`src/gsfc_pkg.sv`:
```
`default_nettype none

package gsfc_pkg;

    // CRC-8 parameters: MSB first, no final xor
    localparam logic [7:0] CRC_INIT = 8'hFF;
    localparam logic [7:0] CRC_POLY = 8'h31;
    localparam logic [7:0] CRC_MSB  = 8'h80;

    // Data bytes ahead of the CRC byte; the position counter reaches this value
    localparam logic [2:0] DATA_BYTES = 3'd4;

    // Resistance is reported in tenths
    localparam logic [31:0] RES_SCALE = 32'd10;

    // Reading kinds, sampled with the first byte of a frame
    localparam logic [1:0] KIND_CONC = 2'd0;
    localparam logic [1:0] KIND_RES  = 2'd1;

    typedef enum logic [1:0] {
        FRAME_OK        = 2'd0,
        FRAME_CRC_ERR   = 2'd1,
        FRAME_NOT_READY = 2'd2
    } frame_status_t;

    // One decoded frame
    typedef struct packed {
        logic [7:0]    status_byte;
        logic [7:0]    computed_crc;
        logic [31:0]   reading_value;
        frame_status_t frame_status;
    } frame_result_t;

    // Advance the CRC by one byte, eight bit steps
    function automatic logic [7:0] crc_feed(input logic [7:0] crc, input logic [7:0] data);
        logic [7:0] c;
        c = crc ^ data;
        for (int k = 0; k < 8; k++) begin
            if ((c & CRC_MSB) != 8'd0) begin
                c = (c << 1) ^ CRC_POLY;
            end else begin
                c = c << 1;
            end
        end
        return c;
    endfunction

endpackage

`default_nettype wire

```
`src/gsfc_frame_core.sv`:
```
`default_nettype none

module gsfc_frame_core (
    input  wire logic                   aclk,
    input  wire logic                   aresetn,
    input  wire logic                   s_tvalid,
    output logic                        s_tready,
    input  wire logic [7:0]             s_tdata,
    input  wire logic [1:0]             s_tuser,
    output logic                        res_valid,
    input  wire logic                   res_ready,
    output gsfc_pkg::frame_result_t     res_data
);

    logic       in_valid_reg;
    logic [7:0] in_byte_reg;
    logic [1:0] in_kind_reg;

    logic [2:0]  pos_reg, pos_next;
    logic [7:0]  crc_reg, crc_next;
    logic [31:0] frame_reg, frame_next;
    logic [1:0]  kind_reg, kind_next;

    logic        last_byte;
    logic        advance;
    logic [7:0]  crc_base;
    logic [31:0] frame_base;
    logic [31:0] res_value;

    // Hold the byte in the input register until the frame logic takes it
    assign last_byte = (pos_reg == gsfc_pkg::DATA_BYTES);
    assign advance   = in_valid_reg && (!last_byte || res_ready);
    assign s_tready  = !in_valid_reg || advance;
    assign res_valid = in_valid_reg && last_byte;

    always_ff @(posedge aclk) begin
        if (!aresetn) begin
            in_valid_reg <= 1'b0;
        end else if (s_tready) begin
            in_valid_reg <= s_tvalid;
        end
        if (s_tready && s_tvalid) begin
            in_byte_reg <= s_tdata;
            in_kind_reg <= s_tuser;
        end
    end

    // Accumulate CRC and data bytes; restart after the CRC byte
    always_comb begin
        crc_base   = (pos_reg == 3'd0) ? gsfc_pkg::CRC_INIT : crc_reg;
        frame_base = (pos_reg == 3'd0) ? 32'd0 : frame_reg;
        pos_next   = pos_reg;
        crc_next   = crc_reg;
        frame_next = frame_reg;
        kind_next  = kind_reg;
        if (advance) begin
            if (last_byte) begin
                pos_next = 3'd0;
                crc_next = gsfc_pkg::CRC_INIT;
            end else begin
                pos_next   = pos_reg + 3'd1;
                crc_next   = gsfc_pkg::crc_feed(crc_base, in_byte_reg);
                frame_next = {frame_base[23:0], in_byte_reg};
                if (pos_reg == 3'd0) begin
                    kind_next = in_kind_reg;
                end
            end
        end
    end

    always_ff @(posedge aclk) begin
        if (!aresetn) begin
            pos_reg   <= 3'd0;
            crc_reg   <= gsfc_pkg::CRC_INIT;
            frame_reg <= 32'd0;
            kind_reg  <= 2'd0;
        end else begin
            pos_reg   <= pos_next;
            crc_reg   <= crc_next;
            frame_reg <= frame_next;
            kind_reg  <= kind_next;
        end
    end

    // Check the CRC byte and decode the reading
    always_comb begin
        res_value = 32'd0;
        if (crc_reg != in_byte_reg) begin
            res_data.frame_status = gsfc_pkg::FRAME_CRC_ERR;
        end else if (kind_reg == gsfc_pkg::KIND_CONC) begin
            if (frame_reg[24]) begin
                res_data.frame_status = gsfc_pkg::FRAME_NOT_READY;
            end else begin
                res_data.frame_status = gsfc_pkg::FRAME_OK;
                res_value = {8'd0, frame_reg[23:0]};
            end
        end else if (kind_reg == gsfc_pkg::KIND_RES) begin
            res_data.frame_status = gsfc_pkg::FRAME_OK;
            res_value = {8'd0, frame_reg[31:8]} * gsfc_pkg::RES_SCALE;
        end else begin
            res_data.frame_status = gsfc_pkg::FRAME_OK;
            res_value = frame_reg;
        end
        res_data.reading_value = res_value;
        res_data.computed_crc  = crc_reg;
        res_data.status_byte   = frame_reg[31:24];
    end

endmodule

`default_nettype wire

```
`config.mk`:
```
export PLATFORM = sky130hd
export DESIGN_NAME = gsfc_frame_core
export DESIGN_NICKNAME = d
export VERILOG_FILES = /design/src/gsfc_pkg.sv /design/src/gsfc_frame_core.sv
export SDC_FILE = /design/constraint.sdc
export NUM_CORES = 1
export LEC_CHECK = 0
export BUFFER_PORTS_ARGS = -buffer_cell sky130_fd_sc_hd__buf_2
export CAP_MARGIN = 20
export CORE_MARGIN = 1.5
export CORE_UTILIZATION = 45
export DETAILED_ROUTE_END_ITERATION = 10
export HOLD_SLACK_MARGIN = 0.08
export MAX_ROUTING_LAYER = met4
export PLACE_DENSITY = 0.62
export SLEW_MARGIN = 20
export SYNTH_ARGS = -nofsm -noshare
export SYNTH_HDL_FRONTEND = slang
export SYNTH_SLANG_ARGS = --single-unit
```
`constraint.sdc`:
```
create_clock -name aclk -period 2.99 [get_ports aclk]
set_clock_uncertainty 0.05 [all_clocks]
set_input_delay 0 -clock aclk [delete_from_list [all_inputs] [get_ports aclk]]
set_output_delay 0 -clock aclk [all_outputs]
set_load 0.05 [all_outputs]
```
==> flow_metrics.env, run 1 <==
export IMPL_port_buffers=65
export IMPL_wire_per_inst_um=16.3
export IMPL_via_per_inst=5.61
export IMPL_antenna_left=0
export IMPL_cpPeakStageDelay_ps=380
export IMPL_final_core_util_pct=59.0
export IMPL_pwr_share_seq_pct=55.5
export IMPL_path_cells="ha_1 -> ha_4 -> a21oi_2 -> a21oi_4 -> o311ai_4 -> a211oi_2 -> o2111ai_2 -> mux2_2 -> o211ai_2 -> buf_6"
export IMPL_die_area_sq_mm=0.0103
export IMPL_dr_pass1_iters=5
export IMPL_power_total_uw=1490
export IMPL_ctsRootBufferMaster="clkbuf_8"
export IMPL_netlist_area_sq_mm=0.00436
export IMPL_worstHoldPathType="in -> reg"
export IMPL_track_usage_pct=23.6
export IMPL_yosysWarnings=0
export IMPL_grt_pass1_vias=3725
export IMPL_busiest_layer="met2"
export IMPL_cts_sinks=56
export IMPL_syn_avg_cell_area_sq_um=8.41
export IMPL_relSlewSlack_pct=54.6
export IMPL_grt_antenna_before_repair=0
export IMPL_maxCapViolations=0
export IMPL_synthArstFlopShare_pct=0
export IMPL_critPathSlowestCell="dfxtp_4"
export IMPL_cp_required_ps=2940
export IMPL_layout_commonest_cell="nand2_1"
export IMPL_synth_edf_count=10
export IMPL_synth_main_ff_cell="dfxtp_1"
export IMPL_placedCellCount=702
export IMPL_clkTransAtPathRegs_ps=100
export IMPL_fp_dieW_um=101
export IMPL_internal_power_uw=1070
export IMPL_worstReg2RegEnd="crc_reg[5]"
export IMPL_run_status="finished, final reports clean"
export IMPL_rsz0062_at_grt="yes"
export IMPL_grtUsageMet3_pct=2.76
export IMPL_core_sq_mm=0.00933
export IMPL_worstSetupPathType="reg -> out"
export IMPL_routabilityCongestion=0.934
export IMPL_num_rows=35
export IMPL_via_count=4086
export IMPL_cts_tree="built"
export IMPL_drtIter0Drc=158
export IMPL_arrival_ps=2930
export IMPL_rr_startpoint="pos_reg[0]"
export IMPL_timing_final_ws_setup_ps=6.34
export IMPL_yosysSeqAreaShare_pct=28.0
export IMPL_cp_start_kind="register"
export IMPL_worst_pin_slew_ps=681
export IMPL_use_met1_pct=31.4
export IMPL_layout_common_cells="nand2_1, buf_2, a22oi_1"
export IMPL_synth_fp_nets=580
export IMPL_end_kind="output pin"
export IMPL_cts_buffers=5
export IMPL_clock_latency_ps=300
export IMPL_num_io_pins=66
export IMPL_grt_start_max_net_pins=47
export IMPL_reg2reg_depth=9
export IMPL_drive_gt1_share_pct=28.0
export IMPL_htreeDepth=2
export IMPL_p_sw_share_pct=28.3
export IMPL_largest_reg_flops=32
export IMPL_fmax_mhz=335
export IMPL_p_switching_uw=422
export IMPL_cts_buffer_depth=2
export IMPL_drcViolationCount=0
export IMPL_detail_route_wirelength_um=11900
export IMPL_grt_ovfl_total=0
export IMPL_grt_use_met2_pct=38.4
export IMPL_synthCells=518
export IMPL_min_to="crc_reg[2]"
export IMPL_rrSetupSlack_ps=610
export IMPL_p_leak_uw=0.00225
export IMPL_pwr_density_cell_mw_per_mm2=271
export IMPL_power_share_clock_pct=27.0
export IMPL_final_net_count=660
export IMPL_hold_slack_ps=122
export IMPL_initial_core_util_pct=46.7
export IMPL_critPathLaunch="frame_reg[11]"
export IMPL_setup_viol=0
export IMPL_layout_cells_non_filler=728
export IMPL_antenna_diode_count=0
export IMPL_area_growth_pct=26.3
export IMPL_post_route_period_util_pct=99.8
export IMPL_die_y_um=101
export IMPL_dp_hpwl_um=8650
export IMPL_whs_path_depth=2
export IMPL_place_ws_ps=73.2
export IMPL_grt_pass1_wl_um=18700
export IMPL_power_frac_comb_pct=17.5
export IMPL_hold_viol=0
export IMPL_synth_ff_latch_count=56
export IMPL_ir_drop_v=0.000275
export IMPL_holdCritStartpoint="aresetn"
export IMPL_yosysUniqueCellTypes=57
export IMPL_crit_path_max_fanout=5
export IMPL_slew_violations=0
export IMPL_timing_final_crit_period_ps=2980
## area by class of cell
class,count,area [sq um]
repair buffers,109,714
fillers,856,3820
clock inverters,2,11.3
flip-flops and latches,56,1240
inverters,11,41.3
clock buffers,6,72.6
well taps,129,161
multi-input cells,415,3260
## layer usage
| layer | vias to the layer above | share of wire, % |
|---|---|---|
| met1 | 1955 | 46 |
| li1 | 1996 | - |
| met4 | 0 | 2.9 |
| met2 | 108 | 47 |
| met3 | 27 | 4.1 |
| met5 | - | 0 |
## logic make-up after synthesis
| logic type | Yosys count | synth area share, % |
|---|---|---|
| fa+ha+maj | 48 | 14.0 |
| mux | 3 | 0.718 |
| xor+xnor | 48 | 10.6 |
| flops | 56 | 28.0 |
| compound gates | 138 | 21.8 |
| simple gates | 178 | 20.0 |
| buf+inv | 47 | 4.85 |
## per-stage QoR
stage / TNS (ps) / instance area [sq um]
2_1_floorplan: 0 / 4360
3_3_place_gp: 0 / 4870
3_5_place_dp: 0 / 4870
4_1_cts: -41.9 / 5180
5_1_grt: -229 / 5500
6_report: 0 / 5500
## worst max-delay path, delay by kind of cell, from the launching register on
kind	cells	cell delay, ps
adders and majority gates	2	610
AOI/OAI and AO/OA	6	1090
buffers and inverters	1	180
DFF	1	380
muxes	1	380
## how the worst max path moves through the flow
stage	slack [ps]	end	depth (start not counted)
floorplan	10	res_data[16]	10
global route	-80	res_data[25]	10
global placement	90	res_data[25]	10
detailed placement	70	res_data[25]	10
finish	6	res_data[25]	10
CTS	-40	res_data[25]	10
## power groups by stage
stage          Sequential, uW  Combinational (uW)  Clock, uW
4_1_cts                   830                 259        416
2_1_floorplan             870                 167          0
5_1_grt                   832                 286        449
6_report                  828                 261        403
3_5_place_dp              848                 246          0
3_3_place_gp              848                 242          0
## cell usage after synthesis (2+ instances only)
library cell / number / area (sq um)
nand2_1: 64 / 240
ha_1: 47 / 588
dfxtp_1: 46 / 921
a22oi_1: 36 / 270
nor2_1: 34 / 128
nor2b_1: 31 / 194
xnor2_1: 25 / 219
clkbuf_1: 24 / 90.1
a21oi_1: 23 / 115
xor2_1: 20 / 175
o21ai_0: 19 / 95.1
inv_1: 11 / 41.3
a21boi_0: 10 / 75.1
and2_1: 10 / 62.6
edfxtp_1: 10 / 300
nand3_1: 10 / 50.1
buf_4: 9 / 67.6
a21o_1: 8 / 60.1
o22ai_1: 8 / 50.1
nor3_1: 7 / 35.0
o21ai_1: 7 / 35.0
and3_1: 6 / 37.5
o21a_1: 6 / 45.0
nand4_1: 4 / 25.0
o2111ai_1: 3 / 26.3
a211o_1: 2 / 17.5
a211oi_2: 2 / 25.0
a21boi_2: 2 / 22.5
a31oi_1: 2 / 12.5
buf_1: 2 / 7.51
mux2i_1: 2 / 20.0
nand2b_1: 2 / 12.5
nor4_2: 2 / 25.0
## what timing repair did
action                     4_1_cts  5_1_grt
pin swaps                        3       10
hold endpoints to repair        11        0
hold buffers                    12        0
setup endpoints to repair       11       12
resized for setup               27       47
setup buffers                    1        5
(Power assumes the default switching activity.)
==> run 2: changes to the inputs <==
--- a/config.mk
+++ b/config.mk
@@ -9,6 +9,7 @@
 export CAP_MARGIN = 20
 export CORE_MARGIN = 1.5
 export CORE_UTILIZATION = 45
+export CTS_CLUSTER_DIAMETER = 60
 export DETAILED_ROUTE_END_ITERATION = 10
 export HOLD_SLACK_MARGIN = 0.08
 export MAX_ROUTING_LAYER = met4
==> constraint.sdc (replaced) <==
create_clock -name aclk -period 2.99 [get_ports aclk]
set_clock_uncertainty 0.05 [all_clocks]
set_input_delay 0.598 -clock aclk [delete_from_list [all_inputs] [get_ports aclk]]
set_output_delay 0.598 -clock aclk [all_outputs]
set_load 0.05 [all_outputs]
==> flow_metrics.env, run 2 (same netlist as run 1, synthesis figures left out) <==
export IMPL_worstHoldPathType="in -> reg"
export IMPL_reg2reg_depth=9
export IMPL_layout_common_cells="buf_4, nand2_1, buf_2"
export IMPL_wl_met2_um=6620
export IMPL_die_y_um=101
export IMPL_dp_hpwl_um=9890
export IMPL_timing_final_ws_setup_ps=-626
export IMPL_grt_start_max_net_pins=47
export IMPL_internal_power_uw=1070
export IMPL_fp_dieW_um=101
export IMPL_via_per_inst=5.52
export IMPL_initial_core_util_pct=46.7
export IMPL_via_count=4417
export IMPL_p_sw_share_pct=29.4
export IMPL_final_core_util_pct=71.3
export IMPL_p_switching_uw=447
export IMPL_layout_commonest_cell="buf_4"
export IMPL_grt_ovfl_total=0
export IMPL_power_frac_comb_pct=18.5
export IMPL_power_share_clock_pct=27.4
export IMPL_cpPeakStageDelay_ps=380
export IMPL_fillers=738
export IMPL_largest_reg_flops=32
export IMPL_drive_gt1_share_pct=46.9
export IMPL_finalSetupTns_ps=-7240
export IMPL_ir_drop_v=0.000207
export IMPL_p_leak_uw=0.00269
export IMPL_violations="negative setup slack"
export IMPL_setup_viol=19
export IMPL_drcViolationCount=0
export IMPL_track_usage_pct=26.5
export IMPL_grt_pass1_wl_um=20800
export IMPL_hold_buffers=0
export IMPL_crit_path_max_fanout=4
export IMPL_cts_tree="built"
export IMPL_relSlewSlack_pct=54.6
export IMPL_cp_depth=12
export IMPL_detail_route_wirelength_um=13400
export IMPL_grt_antenna_before_repair=0
export IMPL_post_route_period_util_pct=121
export IMPL_path_buf_inv=2
export IMPL_critPathSlowestCell="dfxtp_4"
export IMPL_cts_buffer_depth=2
export IMPL_run_status="complete, but fails checks"
export IMPL_worst_pin_slew_ps=681
export IMPL_m1WireLength_um=6000
export IMPL_wire_per_inst_um=16.8
export IMPL_maxCapViolations=0
export IMPL_clkTransAtPathRegs_ps=100
export IMPL_num_rows=35
export IMPL_clock_latency_ps=310
export IMPL_cp_start_kind="register"
export IMPL_crit_family="adder cells"
export IMPL_whs_path_depth=1
export IMPL_slew_violations=0
export IMPL_grt_pass1_vias=4266
export IMPL_drtIter0Drc=220
export IMPL_rrSetupSlack_ps=590
export IMPL_rsz0062_at_grt="yes"
export IMPL_cp_required_ps=2340
export IMPL_pwr_density_cell_mw_per_mm2=228
export IMPL_end_kind="output pin"
export IMPL_ctsRootBufferMaster="clkbuf_8"
export IMPL_die_area_sq_mm=0.0103
export IMPL_antenna_left=0
export IMPL_routabilityCongestion=0.895
export IMPL_cts_sinks=56
export IMPL_port_buffers=65
export IMPL_htreeDepth=2
export IMPL_cts_buffers=5
export IMPL_worstSetupPathType="reg -> out"
export IMPL_hold_slack_ps=401
export IMPL_place_ws_ps=-413
export IMPL_power_total_uw=1520
export IMPL_holdCritStartpoint="s_tuser[1]"
export IMPL_maxUsedRoutingLayer="met4"
export IMPL_core_sq_mm=0.00933
export IMPL_path_cells="ha_4 -> ha_4 -> inv_2 -> fa_2 -> nor2b_4 -> o2111ai_2 -> a21oi_2 -> nor2_2 -> o2111ai_2 -> mux2i_2 -> nand3_4 -> buf_6"
export IMPL_hold_viol=0
export IMPL_pwr_share_seq_pct=54.1
export IMPL_final_net_count=732
export IMPL_dr_pass1_iters=5
export IMPL_arrival_ps=2970
export IMPL_fmax_mhz=277
export IMPL_antenna_diode_count=0
export IMPL_timing_final_crit_period_ps=3620
export IMPL_rr_startpoint="pos_reg[0]"
export IMPL_critPathLaunch="frame_reg[11]"
export IMPL_wl_met3_um=530
export IMPL_num_io_pins=66
export IMPL_area_growth_pct=52.6
run 2: changes by cell type in the layout (fill, tap and decap cells not counted), sizes merged:
cell,change
buf,+85
clkbuf,-1
clkinvlp,+1
dlygate4sd3,-12
inv,-1
run 2: power groups by stage:
stage          logic, uW  registers, uW  clock network, uW
6_report             281            821                416
5_1_grt              306            825                454
4_1_cts              279            823                428
3_5_place_dp         265            845                  0
3_3_place_gp         260            844                  0
2_1_floorplan        171            870                  0
run 2: area by class of cell:
type | instances | area (sq um) | area share, %
Tap cell | 129 | 161 | 2.43
Multi-Input combinational cell | 415 | 3730 | 56.1
Clock buffer | 6 | 72.6 | 1.09
Timing Repair Buffer | 181 | 1360 | 20.5
Clock inverter | 2 | 16.3 | 0.245
Inverter | 11 | 41.3 | 0.621
Sequential cell | 56 | 1260 | 19.0
run 2: final timing paths:
kind | endpoint
worst max-delay path | res_data[28]
worst min-delay path | in_kind_reg[1]
worst max register to register | crc_reg[5]
worst min register to register | frame_reg[2]
run 2: metrics by stage:
step | cell area, sq um | cells
floorplan | 4690 | 518
global placement | 5740 | 776
detailed placement | 5740 | 776
CTS | 6420 | 795
global route | 6650 | 800
finish | 6650 | 800
run 2: timing repair:
item	4_1_cts	5_1_grt
pin swaps	25	17
gates resized for setup	107	40
endpoints found under the setup margin	32	29
buffers inserted	11	5
run 2: metal layers:
metal,vias up,GRT usage (%)
li1,2133,-
met1,2143,33.6
met2,114,44.2
met3,27,4.21
met4,0,6.52
met5,-,-
run 2: worst reg2reg max path, cell delays in order, from the launching register on:
cell and delay (ps):
dfxtp_1 330, inv_1 90, ha_1 280, nor2b_4 360
nor2_2 110, xnor2_4 190, xnor3_1 500, xor2_1 170
o22ai_1 130, nand2_1 70
==> run 3: changes to the inputs <==
--- a/config.mk
+++ b/config.mk
@@ -13,7 +13,7 @@
 export DETAILED_ROUTE_END_ITERATION = 10
 export HOLD_SLACK_MARGIN = 0.08
 export MAX_ROUTING_LAYER = met4
-export PLACE_DENSITY = 0.62
+export PLACE_DENSITY = 0.65
 export SLEW_MARGIN = 20
 export SYNTH_ARGS = -nofsm -noshare
 export SYNTH_HDL_FRONTEND = slang
==> constraint.sdc (replaced) <==
create_clock -name aclk -period 3.1 [get_ports aclk]
set_clock_uncertainty 0.05 [all_clocks]
set_input_delay 0.62 -clock aclk [delete_from_list [all_inputs] [get_ports aclk]]
set_output_delay 0.62 -clock aclk [all_outputs]
set_load 0.05 [all_outputs]
==> flow_metrics.env, run 3 (same netlist as run 1, synthesis figures left out) <==
export IMPL_setup_viol=19
export IMPL_drive_gt1_share_pct=46.9
export IMPL_grt_ovfl_total=0
export IMPL_antenna_left=0
export IMPL_m1WireLength_um=5880
export IMPL_grt_pass1_wl_um=21200
export IMPL_maxCapViolations=0
export IMPL_largest_reg_flops=32
export IMPL_fmax_mhz=281
export IMPL_ir_drop_v=0.000204
export IMPL_cts_tree="built"
export IMPL_drtIter0Drc=247
export IMPL_num_io_pins=66
export IMPL_core_sq_mm=0.00933
export IMPL_track_usage_pct=27.1
export IMPL_cp_required_ps=2430
export IMPL_num_rows=35
export IMPL_clock_latency_ps=310
export IMPL_post_route_period_util_pct=115
export IMPL_hold_viol=0
export IMPL_fp_dieW_um=101
export IMPL_antenna_diode_count=0
export IMPL_area_growth_pct=52.8
export IMPL_slew_violations=0
export IMPL_grt_start_max_net_pins=47
export IMPL_run_status="complete, but fails checks"
export IMPL_violations="negative setup slack"
export IMPL_drcViolationCount=0
export IMPL_finalSetupTns_ps=-4460
export IMPL_dp_hpwl_um=9470
export IMPL_clkTransAtPathRegs_ps=110
export IMPL_dr_pass1_iters=5
export IMPL_via_per_inst=5.50
export IMPL_cpPeakStageDelay_ps=370
export IMPL_wl_met2_um=6520
export IMPL_worstSetupPathType="reg -> out"
export IMPL_fillers=658
export IMPL_multiInputGateArea_sq_mm=0.00385
export IMPL_arrival_ps=2880
export IMPL_rsz0062_at_grt="yes"
export IMPL_grt_antenna_before_repair=0
export IMPL_path_buf_inv=2
export IMPL_layout_common_cells="buf_4, nand2_1, buf_2"
export IMPL_timing_final_ws_setup_ps=-454
export IMPL_timing_final_crit_period_ps=3550
export IMPL_detail_route_wirelength_um=13400
export IMPL_wire_per_inst_um=17.0
export IMPL_die_area_sq_mm=0.0103
export IMPL_worstHoldPathType="in -> reg"
export IMPL_cts_buffer_depth=2
export IMPL_cts_buffers=5
export IMPL_hold_slack_ps=428
export IMPL_cp_start_kind="register"
export IMPL_crit_family="compound AO/OA/AOI/OAI gates"
export IMPL_port_buffers=65
export IMPL_pwr_density_cell_mw_per_mm2=217
export IMPL_relSlewSlack_pct=55.8
export IMPL_critPathSlowestCell="dfxtp_4"
export IMPL_place_ws_ps=-361
export IMPL_placed_area_sq_mm=0.00550
export IMPL_cts_sinks=56
export IMPL_end_kind="output pin"
export IMPL_path_cells="buf_4 -> ha_4 -> ha_4 -> a21oi_4 -> a21oi_2 -> o311ai_2 -> a211oi_2 -> o2111ai_2 -> mux2_4 -> o211ai_4 -> buf_6"
export IMPL_initial_core_util_pct=46.7
export IMPL_routabilityCongestion=0.951
export IMPL_htreeDepth=2
export IMPL_die_y_um=101
export IMPL_fin_area_sq_mm=0.00666
export IMPL_layout_commonest_cell="buf_4"
export IMPL_p_leak_uw=0.00262
export IMPL_wl_met3_um=535
export IMPL_ctsRootBufferMaster="clkbuf_8"
export IMPL_final_net_count=718
export IMPL_cpMostUsedCell="ha_4"
export IMPL_maxUsedRoutingLayer="met4"
export IMPL_via_count=4322
export IMPL_grt_pass1_vias=4219
export IMPL_crit_path_max_fanout=4
export IMPL_seq_area_sq_mm=0.00127
export IMPL_power_total_uw=1440
export IMPL_worst_pin_slew_ps=663
[run 3: changes by cell type in the layout (fill, tap and decap cells not counted), sizes merged]
cell / change
buf: -14
[run 3: area by class of cell]
type	count	area share, %
well taps	129	2.43
repair buffers	167	18.8
clock inverters	2	0.169
inverters	11	0.620
clock buffers	6	1.09
flip-flops and latches	56	19.1
multi-input cells	415	57.8
[run 3: through the flow]
step | util, % | std cells
after floorplan | - | 518
after global placement | 59.0 | 763
after detailed placement | 59.0 | 763
after CTS | 69.0 | 783
after global routing | 71.3 | 786
final | 71.3 | 786
[run 3: timing repair]
| action | CTS | global route |
|---|---|---|
| setup endpoints to repair | 24 | 28 |
| hold buffers | 0 | 0 |
| pin swaps | 45 | 11 |
| resized for setup | 146 | 40 |
| setup buffers | 13 | 3 |
| endpoints found under the hold margin | 0 | 0 |
[run 3: worst paths after layout]
path | startpoint | end | slack [ps] | depth (start not counted)
min | s_tdata[6] | in_byte_reg[6] | 430 | 1
min reg2reg | frame_reg[0] | frame_reg[0] | 450 | 2
max | frame_reg[11] | res_data[25] | -450 | 11
max reg2reg | pos_reg[0] | crc_reg[5] | 710 | 9
[run 3: worst register-to-register path, cell delays in order, from the launching register on]
cell and delay [ps]:
dfxtp_1 330, inv_1 90, ha_1 260, nor2b_4 340, nor2_2 110, xnor2_4 190
xnor3_1 500, xor2_1 170, o22ai_1 130, nand2_1 80
[run 3: routing by layer]
| layer | up-vias | track usage (%) |
|---|---|---|
| met2 | 137 | 43.7 |
| li1 | 2111 | - |
| met4 | 0 | 11.0 |
| met5 | - | - |
| met3 | 30 | 3.38 |
| met1 | 2044 | 34.3 |
[run 3: where the power goes]
group          switching, uW  internal (uW)  total, uW
clock                    232            158        389
combinational            159            108        267
sequential              29.4            758        787
total                    420           1020       1440
